==> src/sv/irctok_pkg.sv <==
// ----------------------------------------------------------------------------
// irctok_pkg
// Shared types and constants for the message tokenizer.
// ----------------------------------------------------------------------------
package irctok_pkg;

	localparam int unsigned QUEUE_DEPTH_DEF = 4;

	localparam logic [4:0] LIMIT_RESET = 5'd14;
	localparam logic [4:0] LIMIT_MAX   = 5'd30;

	localparam logic [7:0] CHAR_COLON  = 8'h3A;
	localparam logic [7:0] CHAR_SPACE  = 8'h20;
	localparam logic [7:0] CHAR_LOW_A  = 8'h61;
	localparam logic [7:0] CHAR_LOW_Z  = 8'h7A;
	localparam logic [7:0] CASE_OFFSET = 8'd32;

	typedef enum logic [1:0] {
		KIND_PREFIX = 2'd0,
		KIND_CMD    = 2'd1,
		KIND_PARAM  = 2'd2
	} field_kind_t;

	typedef enum logic [6:0] {
		PH_START     = 7'b0000001,
		PH_PREFIX    = 7'b0000010,
		PH_CMD_SKIP  = 7'b0000100,
		PH_CMD       = 7'b0001000,
		PH_PARM_SKIP = 7'b0010000,
		PH_PARM_MID  = 7'b0100000,
		PH_PARM_REST = 7'b1000000
	} phase_t;

	// classified byte handed from front to back
	typedef struct packed {
		logic [7:0]  raw_byte;
		logic        emit;
		field_kind_t kind;
		logic [4:0]  pidx;
		logic        start;
		logic        last;
		logic [4:0]  total;
		logic        cmd_empty;
		logic        bad;
	} entry_t;

	// queue handshake seen by the front
	typedef struct packed {
		logic push;
		logic full;
	} push_ctl_t;

	// queue handshake seen by the back
	typedef struct packed {
		logic pop;
		logic empty;
	} pop_ctl_t;

endpackage

==> src/sv/irctok_in_if.sv <==
// ----------------------------------------------------------------------------
// irctok_in_if
// Byte channel into the tokenizer: valid, ready, one raw byte and a last-byte flag.
// ----------------------------------------------------------------------------
interface irctok_in_if;
	logic       valid;
	logic       ready;
	logic [7:0] data_byte;
	logic       last_byte;

	modport source (output valid, output data_byte, output last_byte, input ready);
	modport sink   (input valid, input data_byte, input last_byte, output ready);
endinterface

==> src/sv/irctok_out_if.sv <==
// ----------------------------------------------------------------------------
// irctok_out_if
// Result channel out of the tokenizer: tagged byte and end-of-message summary.
// ----------------------------------------------------------------------------
interface irctok_out_if;
	logic       valid;
	logic       ready;
	logic [7:0] out_byte;
	logic       byte_valid;
	logic [1:0] field_kind;
	logic [4:0] param_index;
	logic       field_start;
	logic       message_end;
	logic [4:0] param_total;
	logic       command_empty;
	logic       malformed;

	modport source (
		output valid, output out_byte, output byte_valid, output field_kind,
		output param_index, output field_start, output message_end,
		output param_total, output command_empty, output malformed,
		input ready
	);
	modport sink (
		input valid, input out_byte, input byte_valid, input field_kind,
		input param_index, input field_start, input message_end,
		input param_total, input command_empty, input malformed,
		output ready
	);
endinterface

==> src/sv/irctok_queue.sv <==
// ----------------------------------------------------------------------------
// irctok_queue
// Small flip-flop queue of classified bytes between front and back.
// ----------------------------------------------------------------------------
module irctok_queue
	import irctok_pkg::*;
#(
	parameter int unsigned DEPTH = QUEUE_DEPTH_DEF
) (
	input  logic      clk,
	input  logic      arst_n,
	input  logic      push,
	input  entry_t    push_data,
	output logic      full,
	input  logic      pop,
	output entry_t    pop_data,
	output logic      empty
);

	localparam int unsigned PW = (DEPTH > 1) ? $clog2(DEPTH) : 1;
	localparam int unsigned CW = $clog2(DEPTH + 1);
	localparam logic [PW-1:0] PTR_LAST = PW'(DEPTH - 1);
	localparam logic [CW-1:0] CNT_FULL = CW'(DEPTH);

	entry_t        slot_q [DEPTH];
	logic [PW-1:0] wr_ptr_q;
	logic [PW-1:0] rd_ptr_q;
	logic [CW-1:0] count_q;
	logic          do_push;
	logic          do_pop;

	assign full     = (count_q == CNT_FULL);
	assign empty    = (count_q == '0);
	assign do_push  = push && !full;
	assign do_pop   = pop && !empty;
	assign pop_data = slot_q[rd_ptr_q];

	always_ff @(posedge clk or negedge arst_n) begin
		if (!arst_n) begin
			wr_ptr_q <= '0;
			rd_ptr_q <= '0;
			count_q  <= '0;
		end else begin
			if (do_push) begin
				wr_ptr_q <= (wr_ptr_q == PTR_LAST) ? '0 : wr_ptr_q + PW'(1);
			end
			if (do_pop) begin
				rd_ptr_q <= (rd_ptr_q == PTR_LAST) ? '0 : rd_ptr_q + PW'(1);
			end
			if (do_push && !do_pop) begin
				count_q <= count_q + CW'(1);
			end else if (do_pop && !do_push) begin
				count_q <= count_q - CW'(1);
			end
		end
	end

	always_ff @(posedge clk) begin
		if (do_push) begin
			slot_q[wr_ptr_q] <= push_data;
		end
	end

endmodule

==> src/sv/irctok_front.sv <==
// ----------------------------------------------------------------------------
// irctok_front
// Accepts raw bytes, tracks the parse phase and classifies each byte.
// ----------------------------------------------------------------------------
module irctok_front
	import irctok_pkg::*;
(
	input  logic            clk,
	input  logic            arst_n,
	input  logic            cfg_wr_en,
	input  logic [4:0]      cfg_wr_data,
	irctok_in_if.sink       rx,
	output push_ctl_t       push_ctl,
	input  logic            q_full,
	output entry_t          push_data
);

	phase_t      phase_q, phase_d;
	logic [4:0]  cnt_q, cnt_d;
	logic        open_q, open_d;
	logic        seen_q, seen_d;
	logic [4:0]  limit_q;
	logic [4:0]  limit;
	logic        emit;
	field_kind_t kind;
	logic        start;
	logic        is_colon;
	logic        is_space;
	logic        bad;
	logic        accept;

	assign limit    = (limit_q > LIMIT_MAX) ? LIMIT_MAX : limit_q;
	assign is_colon = (rx.data_byte == CHAR_COLON);
	assign is_space = (rx.data_byte == CHAR_SPACE);
	assign rx.ready = !q_full;
	assign accept   = rx.valid && rx.ready;

	always_comb begin
		phase_d = phase_q;
		cnt_d   = cnt_q;
		open_d  = open_q;
		seen_d  = seen_q;
		emit    = 1'b0;
		kind    = KIND_PREFIX;
		start   = 1'b0;
		unique case (phase_q)
			PH_START: begin
				if (is_colon) begin
					phase_d = PH_PREFIX;
					open_d  = 1'b0;
				end else if (is_space) begin
					phase_d = PH_PARM_SKIP;
				end else begin
					phase_d = PH_CMD;
					open_d  = 1'b0;
					emit    = 1'b1;
					kind    = KIND_CMD;
				end
			end
			PH_PREFIX: begin
				if (is_space) begin
					phase_d = PH_CMD_SKIP;
				end else begin
					emit = 1'b1;
					kind = KIND_PREFIX;
				end
			end
			PH_CMD_SKIP: begin
				if (!is_space) begin
					phase_d = PH_CMD;
					open_d  = 1'b0;
					emit    = 1'b1;
					kind    = KIND_CMD;
				end
			end
			PH_CMD: begin
				if (is_space) begin
					phase_d = PH_PARM_SKIP;
				end else begin
					emit = 1'b1;
					kind = KIND_CMD;
				end
			end
			PH_PARM_SKIP: begin
				if (is_colon) begin
					cnt_d   = cnt_q + 5'd1;
					phase_d = PH_PARM_REST;
					open_d  = 1'b0;
				end else if (!is_space) begin
					phase_d = (cnt_q < limit) ? PH_PARM_MID : PH_PARM_REST;
					cnt_d   = cnt_q + 5'd1;
					open_d  = 1'b0;
					emit    = 1'b1;
					kind    = KIND_PARAM;
				end
			end
			PH_PARM_MID: begin
				if (is_space) begin
					phase_d = PH_PARM_SKIP;
				end else begin
					emit = 1'b1;
					kind = KIND_PARAM;
				end
			end
			PH_PARM_REST: begin
				emit = 1'b1;
				kind = KIND_PARAM;
			end
			default: begin
				phase_d = PH_START;
				cnt_d   = '0;
				open_d  = 1'b0;
				seen_d  = 1'b0;
			end
		endcase
		if (emit) begin
			if (kind == KIND_CMD) begin
				seen_d = 1'b1;
			end
			start  = !open_d;
			open_d = 1'b1;
		end
	end

	assign bad = (phase_d == PH_PREFIX);

	always_comb begin
		push_data.raw_byte  = rx.data_byte;
		push_data.emit      = emit;
		push_data.kind      = kind;
		push_data.pidx      = (kind == KIND_PARAM) ? cnt_d - 5'd1 : '0;
		push_data.start     = start;
		push_data.last      = rx.last_byte;
		push_data.total     = bad ? '0 : cnt_d;
		push_data.cmd_empty = bad || !seen_d;
		push_data.bad       = bad;
	end

	assign push_ctl.push = accept && (emit || rx.last_byte);
	assign push_ctl.full = q_full;

	always_ff @(posedge clk or negedge arst_n) begin
		if (!arst_n) begin
			phase_q <= PH_START;
			cnt_q   <= '0;
			open_q  <= 1'b0;
			seen_q  <= 1'b0;
			limit_q <= LIMIT_RESET;
		end else begin
			if (cfg_wr_en) begin
				limit_q <= cfg_wr_data;
			end
			if (accept) begin
				if (rx.last_byte) begin
					phase_q <= PH_START;
					cnt_q   <= '0;
					open_q  <= 1'b0;
					seen_q  <= 1'b0;
				end else begin
					phase_q <= phase_d;
					cnt_q   <= cnt_d;
					open_q  <= open_d;
					seen_q  <= seen_d;
				end
			end
		end
	end

endmodule

==> src/sv/irctok_back.sv <==
// ----------------------------------------------------------------------------
// irctok_back
// Drains the queue, forms the final result and holds it in the output register.
// ----------------------------------------------------------------------------
module irctok_back
	import irctok_pkg::*;
(
	input  logic          clk,
	input  logic          arst_n,
	input  entry_t        q_data,
	input  logic          q_empty,
	output pop_ctl_t      pop_ctl,
	irctok_out_if.source  tx
);

	logic       valid_q;
	logic       load;
	logic       is_lower;
	logic [7:0] byte_q;
	logic       bvalid_q;
	logic [1:0] kind_q;
	logic [4:0] pidx_q;
	logic       start_q;
	logic       end_q;
	logic [4:0] total_q;
	logic       cempty_q;
	logic       bad_q;

	assign load     = !q_empty && (!valid_q || tx.ready);
	assign is_lower = (q_data.raw_byte >= CHAR_LOW_A) && (q_data.raw_byte <= CHAR_LOW_Z);

	assign pop_ctl.pop   = load;
	assign pop_ctl.empty = q_empty;

	always_ff @(posedge clk or negedge arst_n) begin
		if (!arst_n) begin
			valid_q <= 1'b0;
		end else if (load) begin
			valid_q <= 1'b1;
		end else if (tx.ready) begin
			valid_q <= 1'b0;
		end
	end

	always_ff @(posedge clk) begin
		if (load) begin
			bvalid_q <= q_data.emit;
			end_q    <= q_data.last;
			if (q_data.emit) begin
				byte_q  <= (q_data.kind == KIND_CMD && is_lower) ?
					q_data.raw_byte - CASE_OFFSET : q_data.raw_byte;
				kind_q  <= q_data.kind;
				pidx_q  <= q_data.pidx;
				start_q <= q_data.start;
			end else begin
				byte_q  <= '0;
				kind_q  <= '0;
				pidx_q  <= '0;
				start_q <= 1'b0;
			end
			if (q_data.last) begin
				total_q  <= q_data.total;
				cempty_q <= q_data.cmd_empty;
				bad_q    <= q_data.bad;
			end else begin
				total_q  <= '0;
				cempty_q <= 1'b0;
				bad_q    <= 1'b0;
			end
		end
	end

	assign tx.valid         = valid_q;
	assign tx.out_byte      = byte_q;
	assign tx.byte_valid    = bvalid_q;
	assign tx.field_kind    = kind_q;
	assign tx.param_index   = pidx_q;
	assign tx.field_start   = start_q;
	assign tx.message_end   = end_q;
	assign tx.param_total   = total_q;
	assign tx.command_empty = cempty_q;
	assign tx.malformed     = bad_q;

endmodule

==> src/sv/irc_message_tokenizer_unit.sv <==
// ----------------------------------------------------------------------------
// irc_message_tokenizer_unit
// Streaming tokenizer that tags message bytes as prefix, command or parameter.
// ----------------------------------------------------------------------------
// The unit takes one byte per cycle on rx while its queue is not full and
// returns at most one result per byte on tx: one for every content byte and
// one for the last byte of each message, which also carries the summary.
// Separator bytes make no result. An accepted byte passes the queue and the
// output register before it shows on tx; the front updates its phase register
// per byte, and QUEUE_DEPTH queue entries plus the output register let rx
// keep moving while tx is stalled. The user must write middle_param_limit
// through cfg_wr_en and cfg_wr_data only while the unit is idle, which the
// unit does not enforce; it resets to 14 and values above 30 act as 30.
module irc_message_tokenizer_unit
	import irctok_pkg::*;
#(
	parameter int unsigned QUEUE_DEPTH = QUEUE_DEPTH_DEF
) (
	input  logic          clk,
	input  logic          arst_n,
	input  logic          cfg_wr_en,
	input  logic [4:0]    cfg_wr_data,
	irctok_in_if.sink     rx,
	irctok_out_if.source  tx
);

	push_ctl_t push_ctl;
	pop_ctl_t  pop_ctl;
	entry_t    push_data;
	entry_t    pop_data;
	logic      q_full;
	logic      q_empty;

	irctok_front u_front (
		.clk         (clk),
		.arst_n      (arst_n),
		.cfg_wr_en   (cfg_wr_en),
		.cfg_wr_data (cfg_wr_data),
		.rx          (rx),
		.push_ctl    (push_ctl),
		.q_full      (q_full),
		.push_data   (push_data)
	);

	irctok_queue #(
		.DEPTH (QUEUE_DEPTH)
	) u_queue (
		.clk       (clk),
		.arst_n    (arst_n),
		.push      (push_ctl.push),
		.push_data (push_data),
		.full      (q_full),
		.pop       (pop_ctl.pop),
		.pop_data  (pop_data),
		.empty     (q_empty)
	);

	irctok_back u_back (
		.clk     (clk),
		.arst_n  (arst_n),
		.q_data  (pop_data),
		.q_empty (q_empty),
		.pop_ctl (pop_ctl),
		.tx      (tx)
	);

	// a result without content is always the end of a message
	assert property (@(posedge clk) disable iff (!arst_n)
		tx.valid && !tx.byte_valid |-> tx.message_end)
		else $error("non-content result without message end");

	// a malformed prefix reports no command and no parameters
	assert property (@(posedge clk) disable iff (!arst_n)
		tx.valid && tx.message_end && tx.malformed |->
			tx.command_empty && tx.param_total == 5'd0)
		else $error("malformed summary inconsistent");

	// only parameter bytes carry a parameter index
	assert property (@(posedge clk) disable iff (!arst_n)
		tx.valid && tx.field_kind != KIND_PARAM |-> tx.param_index == 5'd0)
		else $error("parameter index on non-parameter byte");

	// the front never pushes into a full queue
	assert property (@(posedge clk) disable iff (!arst_n)
		push_ctl.push |-> !push_ctl.full)
		else $error("push into full queue");

	// the back never pops an empty queue
	assert property (@(posedge clk) disable iff (!arst_n)
		pop_ctl.pop |-> !pop_ctl.empty)
		else $error("pop from empty queue");

endmodule

==> src/flat_wrapper.sv <==
// flat-port wrapper written by rule: the top's interface ports become plain ports
module irc_message_tokenizer_unit_flat import irctok_pkg::*;
#(
	parameter int unsigned QUEUE_DEPTH = QUEUE_DEPTH_DEF
)
  (clk, arst_n, cfg_wr_en, cfg_wr_data, rx_valid, rx_data_byte, rx_last_byte, rx_ready, tx_valid, tx_out_byte, tx_byte_valid, tx_field_kind, tx_param_index, tx_field_start, tx_message_end, tx_param_total, tx_command_empty, tx_malformed, tx_ready);
  irctok_in_if rx_i ();
  irctok_out_if tx_i ();
  input  logic clk;
  input  logic arst_n;
  input  logic cfg_wr_en;
  input  logic [4:0] cfg_wr_data;
  input wire logic [$bits(rx_i.valid)-1:0] rx_valid;
  input wire logic [$bits(rx_i.data_byte)-1:0] rx_data_byte;
  input wire logic [$bits(rx_i.last_byte)-1:0] rx_last_byte;
  output wire logic [$bits(rx_i.ready)-1:0] rx_ready;
  output wire logic [$bits(tx_i.valid)-1:0] tx_valid;
  output wire logic [$bits(tx_i.out_byte)-1:0] tx_out_byte;
  output wire logic [$bits(tx_i.byte_valid)-1:0] tx_byte_valid;
  output wire logic [$bits(tx_i.field_kind)-1:0] tx_field_kind;
  output wire logic [$bits(tx_i.param_index)-1:0] tx_param_index;
  output wire logic [$bits(tx_i.field_start)-1:0] tx_field_start;
  output wire logic [$bits(tx_i.message_end)-1:0] tx_message_end;
  output wire logic [$bits(tx_i.param_total)-1:0] tx_param_total;
  output wire logic [$bits(tx_i.command_empty)-1:0] tx_command_empty;
  output wire logic [$bits(tx_i.malformed)-1:0] tx_malformed;
  input wire logic [$bits(tx_i.ready)-1:0] tx_ready;
  assign rx_i.valid = rx_valid;
  assign rx_i.data_byte = rx_data_byte;
  assign rx_i.last_byte = rx_last_byte;
  assign rx_ready = rx_i.ready;
  assign tx_valid = tx_i.valid;
  assign tx_out_byte = tx_i.out_byte;
  assign tx_byte_valid = tx_i.byte_valid;
  assign tx_field_kind = tx_i.field_kind;
  assign tx_param_index = tx_i.param_index;
  assign tx_field_start = tx_i.field_start;
  assign tx_message_end = tx_i.message_end;
  assign tx_param_total = tx_i.param_total;
  assign tx_command_empty = tx_i.command_empty;
  assign tx_malformed = tx_i.malformed;
  assign tx_i.ready = tx_ready;
  irc_message_tokenizer_unit #(.QUEUE_DEPTH(QUEUE_DEPTH)) u_core (.clk(clk), .arst_n(arst_n), .cfg_wr_en(cfg_wr_en), .cfg_wr_data(cfg_wr_data), .rx(rx_i), .tx(tx_i));
endmodule
==> config.mk <==
export PLATFORM = sky130hd
export DESIGN_NAME = irc_message_tokenizer_unit_flat
export DESIGN_NICKNAME = d
export VERILOG_FILES = /design/src/sv/irctok_pkg.sv /design/src/sv/irctok_in_if.sv /design/src/sv/irctok_out_if.sv /design/src/sv/irctok_queue.sv /design/src/sv/irctok_front.sv /design/src/sv/irctok_back.sv /design/src/sv/irc_message_tokenizer_unit.sv /design/src/flat_wrapper.sv
export SDC_FILE = /design/constraint.sdc
export NUM_CORES = 1
export LEC_CHECK = 0
export ABC_AREA = 0
export CAP_MARGIN = 20
export CORE_MARGIN = 1
export CORE_UTILIZATION = 57
export DETAILED_ROUTE_END_ITERATION = 10
export DONT_BUFFER_PORTS = 1
export GPL_TIMING_DRIVEN = 0
export PLACE_DENSITY_LB_ADDON = 0.08
export SYNTH_ARGS = -nofsm -noshare
export SYNTH_HDL_FRONTEND = slang
export SYNTH_SLANG_ARGS = --single-unit
==> constraint.sdc <==
create_clock -name clk -period 3.11 [get_ports clk]
set_input_delay 0.311 -clock clk [delete_from_list [all_inputs] [get_ports clk]]
set_output_delay 0.311 -clock clk [all_outputs]
set_load 0.01 [all_outputs]
Word-level counts from Yosys, hierarchy flattened. Memory sizes are Yosys's and may differ from the RTL's. Cells that the tools add are included.

Input port bits: 19. Memory bits (writable): 100. Memories kept: 1. Flip-flop bits (word level): 52.

Memories: u_core.u_queue.slot_q (words 4, width 25, read ports 1, clocked after memory_dff 0, write ports 1, line irctok_queue.sv:25) `entry_t slot_q [DEPTH];`.

Add/sub/neg operators: 7. Reductions and logical operators: 29. Equality and inequality tests: 16. Muxes and demuxes: 44. Order comparisons: 4.

Operators with widths (number): $mux W7 (7); $pmux W7 S6 (1); $mux W5 (8); $mux W1 (17); $eq A8 B6 Y1 const B (2); $eq A7 B2 Y1 const B (2); $pmux W2 S5 (1); $pmux W5 S2 (1); $logic_and A1 B1 Y1 (9); $ge A8 B7 Y1 const B (1); $le A8 B7 Y1 const B (1); $mux W2 (4); $mux W8 (1); $reduce_or A4 Y1 (2); $sub A8 B6 Y8 const B (1); $eq A7 B1 Y1 const B (1); $eq A7 B3 Y1 const B (1); $eq A7 B4 Y1 const B (1); $eq A7 B5 Y1 const B (1); $eq A7 B6 Y1 const B (1); $eq A7 B7 Y1 const B (1); $logic_not A1 Y1 (7); $reduce_or A7 Y1 (1); $eq A2 B2 Y1 const B (3); other kinds (16) (25).

Depth between registers and ports, before layout. Gate-level depths: netlist (run 1).

Depth in word-level cells: 11. Gate-level depth with buffers: 12. Gate-level depth less buffers: 11.

Modules after synthesis. Synthesis (run 1) repeated with hierarchy kept, for this count alone.

Cell total of the unflattened synthesis: 432. Area, all modules: 6750.2 µm².

By module, submodules not included: irctok_queue (times used 1, cells an instance 168, area each 4052.6 µm²); irctok_front (times used 1, cells an instance 197, area each 1652.8 µm²); irctok_back (times used 1, cells an instance 67, area each 1044.8 µm²).

Worst setup path before layout (run 1). OpenSTA, ideal clock, no wires.

Path kind: register to register. From: register u_core.u_queue.count_q[0]. To: register u_core.u_queue.count_q[1]. Data arrival time: 2.972 ns. Path slack: 0.013 ns. Cell stages (with the launch flop): 8. Data required time: 2.985 ns. Path through: dfrtp_1 -> nor3_1 -> a21oi_1 -> inv_1 -> ha_1 -> inv_1 -> fa_1 -> mux2_2.

Elaborated cells on any way between the ends: 18.

RTL lines: from (decl) (line irctok_queue.sv:28) `logic [CW-1:0] count_q;`; from (signal assigned) (line irctok_queue.sv:51) `count_q <= count_q + CW'(1);`; from (signal assigned) (line irctok_queue.sv:53) `count_q <= count_q - CW'(1);`; $logic_not A3 Y1 (*) (line irctok_queue.sv:33) `assign empty = (count_q == '0);`; $logic_not A1 Y1 (*) (line irctok_back.sv:29) `assign load = !q_empty && (!valid_q || tx.ready);`; $logic_and A1 B1 Y1 (*) (line irctok_back.sv:29); net u_core.u_back.load (line irctok_back.sv:17) `logic load;`; $logic_and A1 B1 Y1 (*) (line irctok_queue.sv:35) `assign do_pop = pop && !empty;`; $logic_not A1 Y1 (line irctok_queue.sv:50) `if (do_push && !do_pop) begin`; $logic_and A1 B1 Y1 (line irctok_queue.sv:50); $mux W3 / $reduce_bool A2 Y1 (equally long branches).

The timed path passes the listed nets; every way through them passes the cells marked *. The select of a mux whose other input is x is not followed. A chain may end at the register's enable or synchronous reset.

Final worst setup path (run 1).
From: register u_core.u_front.phase_q[3]. To: memory u_core.u_queue.slot_q[2][10] (netlist bit) (enable).

Word-level cells in the longest chain between the ends: 8. Elaborated cells on any way between the ends: 15.

RTL lines: from (decl) (line irctok_front.sv:18) `phase_t phase_q, phase_d;`; from (signal assigned) (line irctok_front.sv:160) `phase_q <= phase_d;`; $eq A7 B6 Y1, or another cell as far along (line irctok_front.sv:46) `unique case (phase_q)`; $reduce_or A4 Y1 (no line) / $reduce_or A2 Y1 (equally long branches); $pmux W1 S3 (*) (line irctok_front.sv:46); $logic_or A1 B1 Y1 (*) (line irctok_front.sv:139) `assign push_ctl.push = accept && (emit || rx.last_byte);`; $logic_and A1 B1 Y1 (*) (line irctok_front.sv:139); $logic_and A1 B1 Y1 (*) (line irctok_queue.sv:34) `assign do_push = push && !full;`; net u_core.u_queue.do_push (line irctok_queue.sv:29) `logic do_push;`; $mux W1 (*) (line irctok_queue.sv:59) `if (do_push) begin`; $mux W1 (not written as such) (*) (line irctok_queue.sv:60) `slot_q[wr_ptr_q] <= push_data;`; to (decl) (line irctok_queue.sv:25).

The timed path passes the listed nets; every way through them passes the cells marked *.

==> impl_metrics.py, run 1 <==
metrics = {
    "hold_path": {
        "hold_path_class": "in -> reg",
    },
    "detailed_routing": {
        "met2_length_mm": 6.39,
        "drtIter0Drc": 270,
        "ant_nets": 0,
        "routed_wirelength_mm": 12.5,
        "drt-met1-wl_mm": 5.40,
        "wl_per_cell_um": 20.2,
        "wl_met3_um": 566,
        "vias": 3812,
        "dr.pass1.iters": 6,
        "vias_per_cell": 6.14,
        "drc_errors": 0,
        "routed.top_layer": "met4",
    },
    "critical_path": {
        "reg2reg_depth": 8,
        "crit_end": "u_core.u_queue.slot_q[2][10]$_DFFE_PP_",
        "required_ps": 3240,
        "crit_path_top_delay_cell": "and2_1",
        "worst-setup-path-type": "reg -> reg",
        "crit_arrival_ps": 3050,
        "cp.depth": 8,
        "r2r_end": "u_core.u_queue.slot_q[2][10]$_DFFE_PP_",
        "start_kind": "flop",
        "worstSetupEndpointType": "flop",
        "worstPathMaxFanout": 16,
        "r2r-start": "u_core.u_front.phase_q[3]$_DFFE_PN0P_",
        "path_cells": "buf_2, nor2_1, a31oi_1, a2111oi_2, o21ai_2, a31oi_4, and2_1, buf_16",
        "critPathTopFamily": "compound AO/OA/AOI/OAI gates",
        "r2r_slack_ps": 190,
        "critical_path.startpoint": "u_core.u_front.phase_q[3]$_DFFE_PN0P_",
        "crit_buf_inv": 2,
        "slowest_delay_ps": 620,
    },
    "sta": {
        "hold_viol_final": 0,
        "fmaxAchievable_mhz": 343,
        "fin_setup_tns_ps": 0,
        "skew_ps": 7.54,
        "slew-limit-headroom": 0.532,
        "fin_crit_sh": 0.938,
        "finalCriticalPeriod_ps": 2920,
        "drv_slew": 0,
        "rsz0062_at_grt": "false",
        "hold_ws_ps": 12.0,
        "tightest_slew_ps": 702,
        "setup_viol": 0,
    },
    "layout": {
        "design_area_mm2": 0.00770,
        "finalNetCount": 501,
        "layout.cells.non_filler": 621,
        "antenna_cells": 0,
        "drive_gt1_frac": 0.199,
        "fillers": 757,
        "area_delta_synth_final_pct": 15.9,
        "fin_util": 0.678,
    },
    "clock_network": {
        "cts_tree": "built",
        "cts_max_level": 4,
        "clock_latency_ps": 420,
        "cts_sinks": 152,
        "cts.reportedPaths.clkPinSlew_ps": 60,
        "cts-root-buf": "clkbuf_16",
        "cts_made_buffers": 17,
        "cts_buffer_depth": 2,
    },
    "outcome": {
        "outcome": "completed",
    },
    "floorplan": {
        "die_y_um": 110,
        "die_area_mm2": 0.0121,
        "coreArea_mm2": 0.0114,
        "io_pins": 46,
        "fp.dieW_um": 110,
        "rows": 39,
        "start_util": 0.584,
    },
    "power_and_ir_drop": {
        "p_per_area_mw_per_mm2": 936,
        "p_leak_uw": 0.00280,
        "ir_drop_uv": 563,
    },
    "synth": {
        "yosysMostFrequentCell": "edfxtp_1",
        "synth_common_cells": "125 x edfxtp_1, 25 x nand2_1, 24 x mux4_2",
        "synth_top_area_cell": "edfxtp_1",
        "synth_area_leaders": "edfxtp_1 56%, dfrtp_1 8.7%, mux4_2 8.1%",
        "postSynthCellCount": 430,
        "syn-cell-area_mm2": 0.00665,
        "synth_edf_count": 125,
        "synth_top_area_frac": 0.565,
        "synth_cell_types": 62,
        "yosys_warnings": 0,
        "syn_nets": 463,
        "async_flop_share": 0.178,
        "synth_area_per_cell_um2": 15.5,
        "yosysSeqAreaShare": 0.667,
        "ys.flop_type": "edfxtp_1",
        "ys_ff_latch": 152,
    },
    "placed_design": {
        "hpwlAfterDp_mm": 8.37,
        "place_congestion": 0.939,
        "numPlacedInstances": 578,
        "port_buffers": 0,
        "dpl-instance-area_mm2": 0.00696,
    },
    "global_routing": {
        "overflow": 0,
        "grt_pass1_wl_mm": 20.2,
        "grt_max_degree": 28,
        "first_global_vias": 3817,
        "antenna_found_initial": 0,
        "grt_use_total": 0.235,
    },
    "flow_run": {
        "cap_violations": 0,
    },
}
-- worst min path at each step --
stage	depth (start not counted)	slack [ps]	to	from
after floorplan	0	20	u_core.u_back.tx.valid$_DFFE_PN0P_	arst_n
after global placement	0	20	u_core.u_front.limit_q[0]$_DFFE_PN0P_	arst_n
after detailed placement	0	20	u_core.u_front.limit_q[0]$_DFFE_PN0P_	arst_n
after CTS	2	0.4	u_core.u_front.limit_q[2]$_DFFE_PN1P_	cfg_wr_data[2]
after global routing	2	30	u_core.u_front.limit_q[2]$_DFFE_PN1P_	cfg_wr_data[2]
final	2	10	u_core.u_front.limit_q[2]$_DFFE_PN1P_	cfg_wr_data[2]
-- area by class of cell --
type,count,area [um^2],share of cell area
Tap cell,143,179,0.0232
Buffer,18,81.3,0.0106
Inverter,19,71.3,0.00926
Multi-Input combinational cell,241,2100,0.273
Sequential cell,152,4430,0.576
Clock buffer,18,429,0.0557
Clock inverter,11,134,0.0174
Timing Repair Buffer,19,275,0.0357
-- stage by stage --
stage	worst slack (ps)	power [uW]
after global routing	6.67	7620
after floorplan	13.3	4620
final	192	7210
after CTS	50.0	7260
after detailed placement	-125	5240
after global placement	-895	5050
-- flip-flops by register name, indices dropped and copies added (netlist names), 2 cells and up --
| signal | flops |
|---|---|
| u_core.u_back.tx.field_kind | 2 |
| u_core.u_back.tx.out_byte | 8 |
| u_core.u_back.tx.param_index | 5 |
| u_core.u_back.tx.param_total | 5 |
| u_core.u_front.cnt_q | 5 |
| u_core.u_front.limit_q | 5 |
| u_core.u_front.phase_q | 7 |
| u_core.u_queue.count_q | 3 |
| u_core.u_queue.rd_ptr_q | 2 |
| u_core.u_queue.slot_q | 100 |
| u_core.u_queue.wr_ptr_q | 2 |
-- cell families (layout without fill, tap and decap cells) --
family	count (synthesis)	after routing	synth area share
fa+ha+maj	14	14	0.0275
simple gates	122	122	0.105
mux	32	32	0.0958
xor+xnor	7	7	0.00923
compound gates	66	66	0.0727
flops	152	152	0.667
buf+inv	37	85	0.0224
-- cells in the final DEF, fill, tap and decap left out, drive strengths merged, types with 6 or more instances in the layout --
| master | instances |
|---|---|
| clkinv | 7 |
| and2 | 21 |
| inv | 19 |
| mux2 | 7 |
| nor4b | 6 |
| nand2 | 25 |
| nor2b | 11 |
| buf | 14 |
| mux4 | 24 |
| clkbuf | 28 |
| o21ai | 22 |
| dlygate4sd3 | 13 |
| nor3 | 7 |
| a21oi | 8 |
| nor2 | 22 |
| nand3 | 6 |
| dfrtp | 23 |
| edfxtp | 125 |
| ha | 13 |
-- metal layers --
layer	GRT usage	vias up
met5	0	-
met4	0.0867	0
met3	0.0594	17
met2	0.381	126
met1	0.308	1928
li1	-	1741
-- power breakdown --
group	switching (uW)	total (uW)	leakage (uW)	internal, uW
Sequential	258	3160	0.00151	2900
Clock	745	1980	0.000276	1230
Combinational	1140	2070	0.00101	927
-- repair_timing --
item                                    CTS  global route
endpoints found under the setup margin   26            38
resized for setup                         4             8
hold buffers                             14             0
pin swaps                                 0             1
gates cloned                              0             0
endpoints found under the hold margin    66             0
setup buffers                             0             0
No activity file was read; power rests on OpenSTA's default activity.
==> run 2, diff against run 1 <==
==> constraint.sdc (replaced) <==
create_clock -name clk -period 3.11 [get_ports clk]
set_input_delay 0.933 -clock clk [delete_from_list [all_inputs] [get_ports clk]]
set_output_delay 0.933 -clock clk [all_outputs]
set_load 0.01 [all_outputs]
==> impl_metrics.py, run 2 (synthesized netlist as in run 1, its figures left out) <==
metrics = {
    "critical_path": {
        "worst-setup-path-type": "in -> reg",
        "reg2reg_depth": 12,
        "crit_arrival_ps": 3390,
        "r2r_end": "u_core.u_queue.count_q[2]$_DFFE_PN0P_",
        "critical_path.startpoint": "rx_data_byte[6]",
        "required_ps": 3420,
        "r2r-start": "u_core.u_front.phase_q[2]$_DFFE_PN0P_",
        "worstSetupEndpointType": "flop",
        "start_kind": "primary input",
        "crit_end": "u_core.u_queue.count_q[1]$_DFFE_PN0P_",
        "worstPathMaxFanout": 6,
        "r2r_slack_ps": 200,
    },
    "layout": {
        "fin_util": 0.669,
        "drive_gt1_frac": 0.219,
        "largest_register_ffs": 100,
        "antenna_cells": 0,
        "finalNetCount": 486,
        "largest_register": "u_core.u_queue.slot_q",
        "fillers": 792,
        "layout_commonest_cell": "edfxtp_1",
        "area_delta_synth_final_pct": 14.4,
        "final_cell_mix": "125 x edfxtp_1, 25 x nand2_1, 24 x mux4_2",
    },
    "sta": {
        "fin_ws_ps": 29.9,
        "finalCriticalPeriod_ps": 3080,
        "tightest_slew_ps": 923,
        "hold_viol_final": 0,
        "skew_ps": 7.01,
        "setup_viol": 0,
        "rsz0062_at_grt": "true",
        "hold_ws_ps": 203,
        "drv_slew": 0,
        "slew-limit-headroom": 0.383,
        "fin_crit_sh": 0.990,
        "fmaxAchievable_mhz": 325,
    },
    "detailed_routing": {
        "wl_per_cell_um": 20.3,
        "dr.pass1.iters": 4,
        "routed_wirelength_mm": 12.3,
        "vias": 3712,
        "vias_per_cell": 6.10,
        "drtIter0Drc": 268,
        "drc_errors": 0,
        "ant_nets": 0,
    },
    "power_and_ir_drop": {
        "total_power_uw": 7420,
        "p_leak_uw": 0.00276,
        "p_per_area_mw_per_mm2": 976,
        "ir_drop_uv": 611,
    },
    "floorplan": {
        "io_pins": 46,
        "coreArea_mm2": 0.0114,
        "die_area_mm2": 0.0121,
        "rows": 39,
        "die_y_um": 110,
        "start_util": 0.584,
        "fp.dieW_um": 110,
    },
    "placed_design": {
        "hpwlAfterDp_mm": 7.91,
        "port_buffers": 0,
        "place_ws_ps": -460,
        "place_congestion": 0.885,
    },
    "clock_network": {
        "cts.reportedPaths.clkPinSlew_ps": 60,
        "cts_made_buffers": 17,
        "cts_buffer_depth": 2,
        "cts_sinks": 152,
        "clock_latency_ps": 420,
        "cts_tree": "built",
        "cts-root-buf": "clkbuf_16",
        "cts_max_level": 4,
    },
    "global_routing": {
        "first_global_vias": 3613,
        "grt_pass1_wl_mm": 19.3,
        "grt_use_total": 0.226,
        "antenna_found_initial": 0,
        "overflow": 0,
        "grt_max_degree": 29,
    },
    "hold_path": {
        "hold_path_class": "in -> async",
    },
    "flow_run": {
        "cap_violations": 0,
    },
    "outcome": {
        "outcome": "completed",
    },
}
run 2: cell types whose count changed in the layout (fill, tap and decap cells not counted), moves of 2 or more:
cell	before	now
clkinv_2	4	2
buf_16	4	0
dlygate4sd3_1	13	0
inv_6	0	2
and2_4	0	3
buf_4	0	3
bufinv_16	3	5
and2_1	19	17
clkinv_4	1	5
run 2: how the worst min path moves through the flow:
stage,start,to
6_report,arst_n,u_core.u_front.limit_q[0]$_DFFE_PN0P_
5_1_grt,arst_n,u_core.u_front.limit_q[0]$_DFFE_PN0P_
4_1_cts,arst_n,u_core.u_front.phase_q[4]$_DFFE_PN0P_
3_5_place_dp,u_core.u_queue.count_q[2]$_DFFE_PN0P_,u_core.u_queue.count_q[2]$_DFFE_PN0P_
3_3_place_gp,u_core.u_queue.count_q[2]$_DFFE_PN0P_,u_core.u_queue.count_q[2]$_DFFE_PN0P_
2_1_floorplan,u_core.u_queue.count_q[2]$_DFFE_PN0P_,u_core.u_queue.count_q[2]$_DFFE_PN0P_
run 2: what timing repair did:
item / in CTS / in global routing
pin swaps: 1 / 6
gates resized for setup: 4 / 17
endpoints found under the hold margin: 0 / 0
setup endpoints to repair: 2 / 110
buffers inserted: 2 / 2
hold buffers: 0 / 0
run 2: final cells by class:
type	count	area, um^2	share of cell area
clock inverters	15	225	0.0296
flip-flops and latches	152	4430	0.583
plain buffers	18	87.6	0.0115
repair buffers	4	42.5	0.00559
well taps	143	179	0.0235
clock buffers	17	425	0.0559
inverters	19	71.3	0.00938
multi-input cells	241	2140	0.281
run 2: metal layers:
layer / up-vias / wire (um) / global-route usage
met5: - / 0 / 0
li1: 1704 / - / -
met4: 0 / 236 / 0.0990
met3: 19 / 545 / 0.0459
met1: 1876 / 5240 / 0.301
met2: 113 / 6330 / 0.363
run 2: report_power, final:
| group | switching [uW] | internal [uW] |
|---|---|---|
| Combinational | 1130 | 892 |
| Clock | 811 | 1430 |
| Sequential | 255 | 2910 |
run 2: stage by stage:
stage	setup TNS (ps)	instance area [um^2]	cells
2_1_floorplan	-335	6660	430
3_3_place_gp	-22620	6840	573
3_5_place_dp	-25700	6840	573
4_1_cts	0	7540	607
5_1_grt	-31.8	7600	609
6_report	0	7600	609
run 2: worst max-delay path, stage by stage:
cell and delay [ps]:
or4b_4 510, or3_4 400, buf_6 130, nor2b_4 120
o21ai_4 180, a31oi_4 150, ha_4 200, inv_2 50
fa_1 420, mux2_4 280
==> run 3, diff against run 2 <==
- CORE_MARGIN: 1 -> default
- PLACE_DENSITY_LB_ADDON: 0.08 -> 0.12
==> impl_metrics.py, run 3 (synthesized netlist as in run 1, its figures left out) <==
metrics = {
    "clock_network": {
        "cts_sinks": 152,
        "cts_made_buffers": 17,
        "clock_latency_ps": 420,
        "cts.reportedPaths.clkPinSlew_ps": 60,
        "cts_tree": "built",
        "cts_buffer_depth": 2,
        "cts-root-buf": "clkbuf_16",
        "cts_max_level": 4,
        "hold_buffers": 0,
    },
    "layout": {
        "final_cell_mix": "125 x edfxtp_1, 25 x nand2_1, 24 x mux4_2",
        "area_delta_synth_final_pct": 12.8,
        "fillers": 787,
        "drive_gt1_frac": 0.207,
        "layout.cells.non_filler": 607,
        "finalNetCount": 484,
        "largest_register": "u_core.u_queue.slot_q",
        "layout_commonest_cell": "edfxtp_1",
        "largest_register_ffs": 100,
        "antenna_cells": 0,
    },
    "critical_path": {
        "crit_arrival_ps": 3330,
        "worstSetupEndpointType": "flop",
        "worst-setup-path-type": "in -> reg",
        "start_kind": "primary input",
        "crit_buf_inv": 2,
        "crit_path_top_delay_cell": "or4b_1",
        "path_cells": "or4b_1, or3_1, buf_2, nor2b_4, o21ai_2, a31oi_4, ha_2, inv_1, fa_1, mux2_2",
        "critPathTopFamily": "simple AND/OR/NAND/NOR gates",
        "slowest_delay_ps": 490,
        "required_ps": 3410,
        "worstPathMaxFanout": 6,
    },
    "floorplan": {
        "die_area_mm2": 0.0121,
        "io_pins": 46,
        "die_y_um": 110,
        "coreArea_mm2": 0.0114,
        "fp.dieW_um": 110,
        "rows": 39,
        "start_util": 0.584,
    },
    "sta": {
        "fmaxAchievable_mhz": 329,
        "rsz0062_at_grt": "false",
        "hold_ws_ps": 203,
        "fin_setup_tns_ps": 0,
        "skew_ps": 7.94,
        "fin_crit_sh": 0.977,
        "drv_slew": 0,
        "setup_viol": 0,
        "finalCriticalPeriod_ps": 3040,
        "slew-limit-headroom": 0.386,
        "hold_viol_final": 0,
        "tightest_slew_ps": 919,
    },
    "hold_path": {
        "hold_path_class": "in -> async",
    },
    "power_and_ir_drop": {
        "total_power_uw": 7200,
        "ir_drop_uv": 527,
        "p_per_area_mw_per_mm2": 960,
        "p_leak_uw": 0.00271,
    },
    "detailed_routing": {
        "vias": 3674,
        "drtIter0Drc": 152,
        "wl_per_cell_um": 19.5,
        "ant_nets": 0,
        "vias_per_cell": 6.05,
        "routed_wirelength_mm": 11.8,
        "dr.pass1.iters": 5,
        "drc_errors": 0,
    },
    "global_routing": {
        "grt_use_total": 0.217,
        "overflow": 0,
        "first_global_vias": 3601,
        "grt_max_degree": 29,
        "grt_pass1_wl_mm": 18.7,
        "antenna_found_initial": 0,
    },
    "placed_design": {
        "port_buffers": 0,
        "place_congestion": 0.869,
        "numPlacedInstances": 573,
        "hpwlAfterDp_mm": 7.79,
    },
    "outcome": {
        "outcome": "completed",
    },
    "flow_run": {
        "cap_violations": 0,
    },
}
==> run 3: cell types whose count changed in the layout (fill, tap and decap cells not counted), moves of 3 or more <==
| cell | change |
|---|---|
| and2_4 | -3 |
| and2_2 | +3 |
| clkinv_4 | -3 |
| clkinvlp_4 | +3 |
==> run 3: routing by layer <==
metal	global-route usage	routed length, um
met2	0.367	6100
met3	0.0441	525
met1	0.277	5010
met5	0	0
met4	0.0857	176
==> run 3: stage by stage <==
stage	worst slack, ps	util	area, um^2
floorplan	-247	-	6660
global placement	-392	0.601	6840
detailed placement	-415	0.602	6840
CTS	18.9	0.657	7470
global route	6.64	0.659	7500
finish	71.8	0.659	7500
==> run 3: worst paths after layout <==
check                                                           start                                endpoint  slack [ps]  depth (start not counted)
worst max-delay path                                  rx_data_byte[2]   u_core.u_queue.count_q[1]$_DFFE_PN0P_          70                         10
worst min-delay path                                           arst_n   u_core.u_front.phase_q[2]$_DFFE_PN0P_         200                          0
worst max register to register  u_core.u_front.phase_q[3]$_DFFE_PN0P_  u_core.u_queue.slot_q[3][24]$_DFFE_PP_         160                          7
worst min register to register  u_core.u_queue.count_q[2]$_DFFE_PN0P_   u_core.u_queue.count_q[2]$_DFFE_PN0P_         500                          1
max in group asynchronous                                      arst_n   u_core.u_front.limit_q[2]$_DFFE_PN1P_        2730                          0
min in group clk                u_core.u_queue.count_q[2]$_DFFE_PN0P_   u_core.u_queue.count_q[2]$_DFFE_PN0P_         500                          1
==> run 3: final cells by class <==
| class | count | area (um^2) | share of cell area |
|---|---|---|---|
| multi-input cells | 241 | 2090 | 0.279 |
| repair buffers | 2 | 15.0 | 0.00200 |
| inverters | 19 | 71.3 | 0.00951 |
| clock buffers | 17 | 425 | 0.0567 |
| flip-flops and latches | 152 | 4430 | 0.591 |
| well taps | 143 | 179 | 0.0239 |
| clock inverters | 15 | 200 | 0.0267 |
| plain buffers | 18 | 80.1 | 0.0107 |
==> run 3: what timing repair did <==
action                     CTS  global route
resized for setup            2             5
pin swaps                    0             2
buffers inserted             0             2
setup endpoints to repair    8            10
==> run 3: report_power, final <==
group,switching [uW],internal (uW)
logic,1070,824
registers,253,2910
clock network,801,1350
total,2120,5080
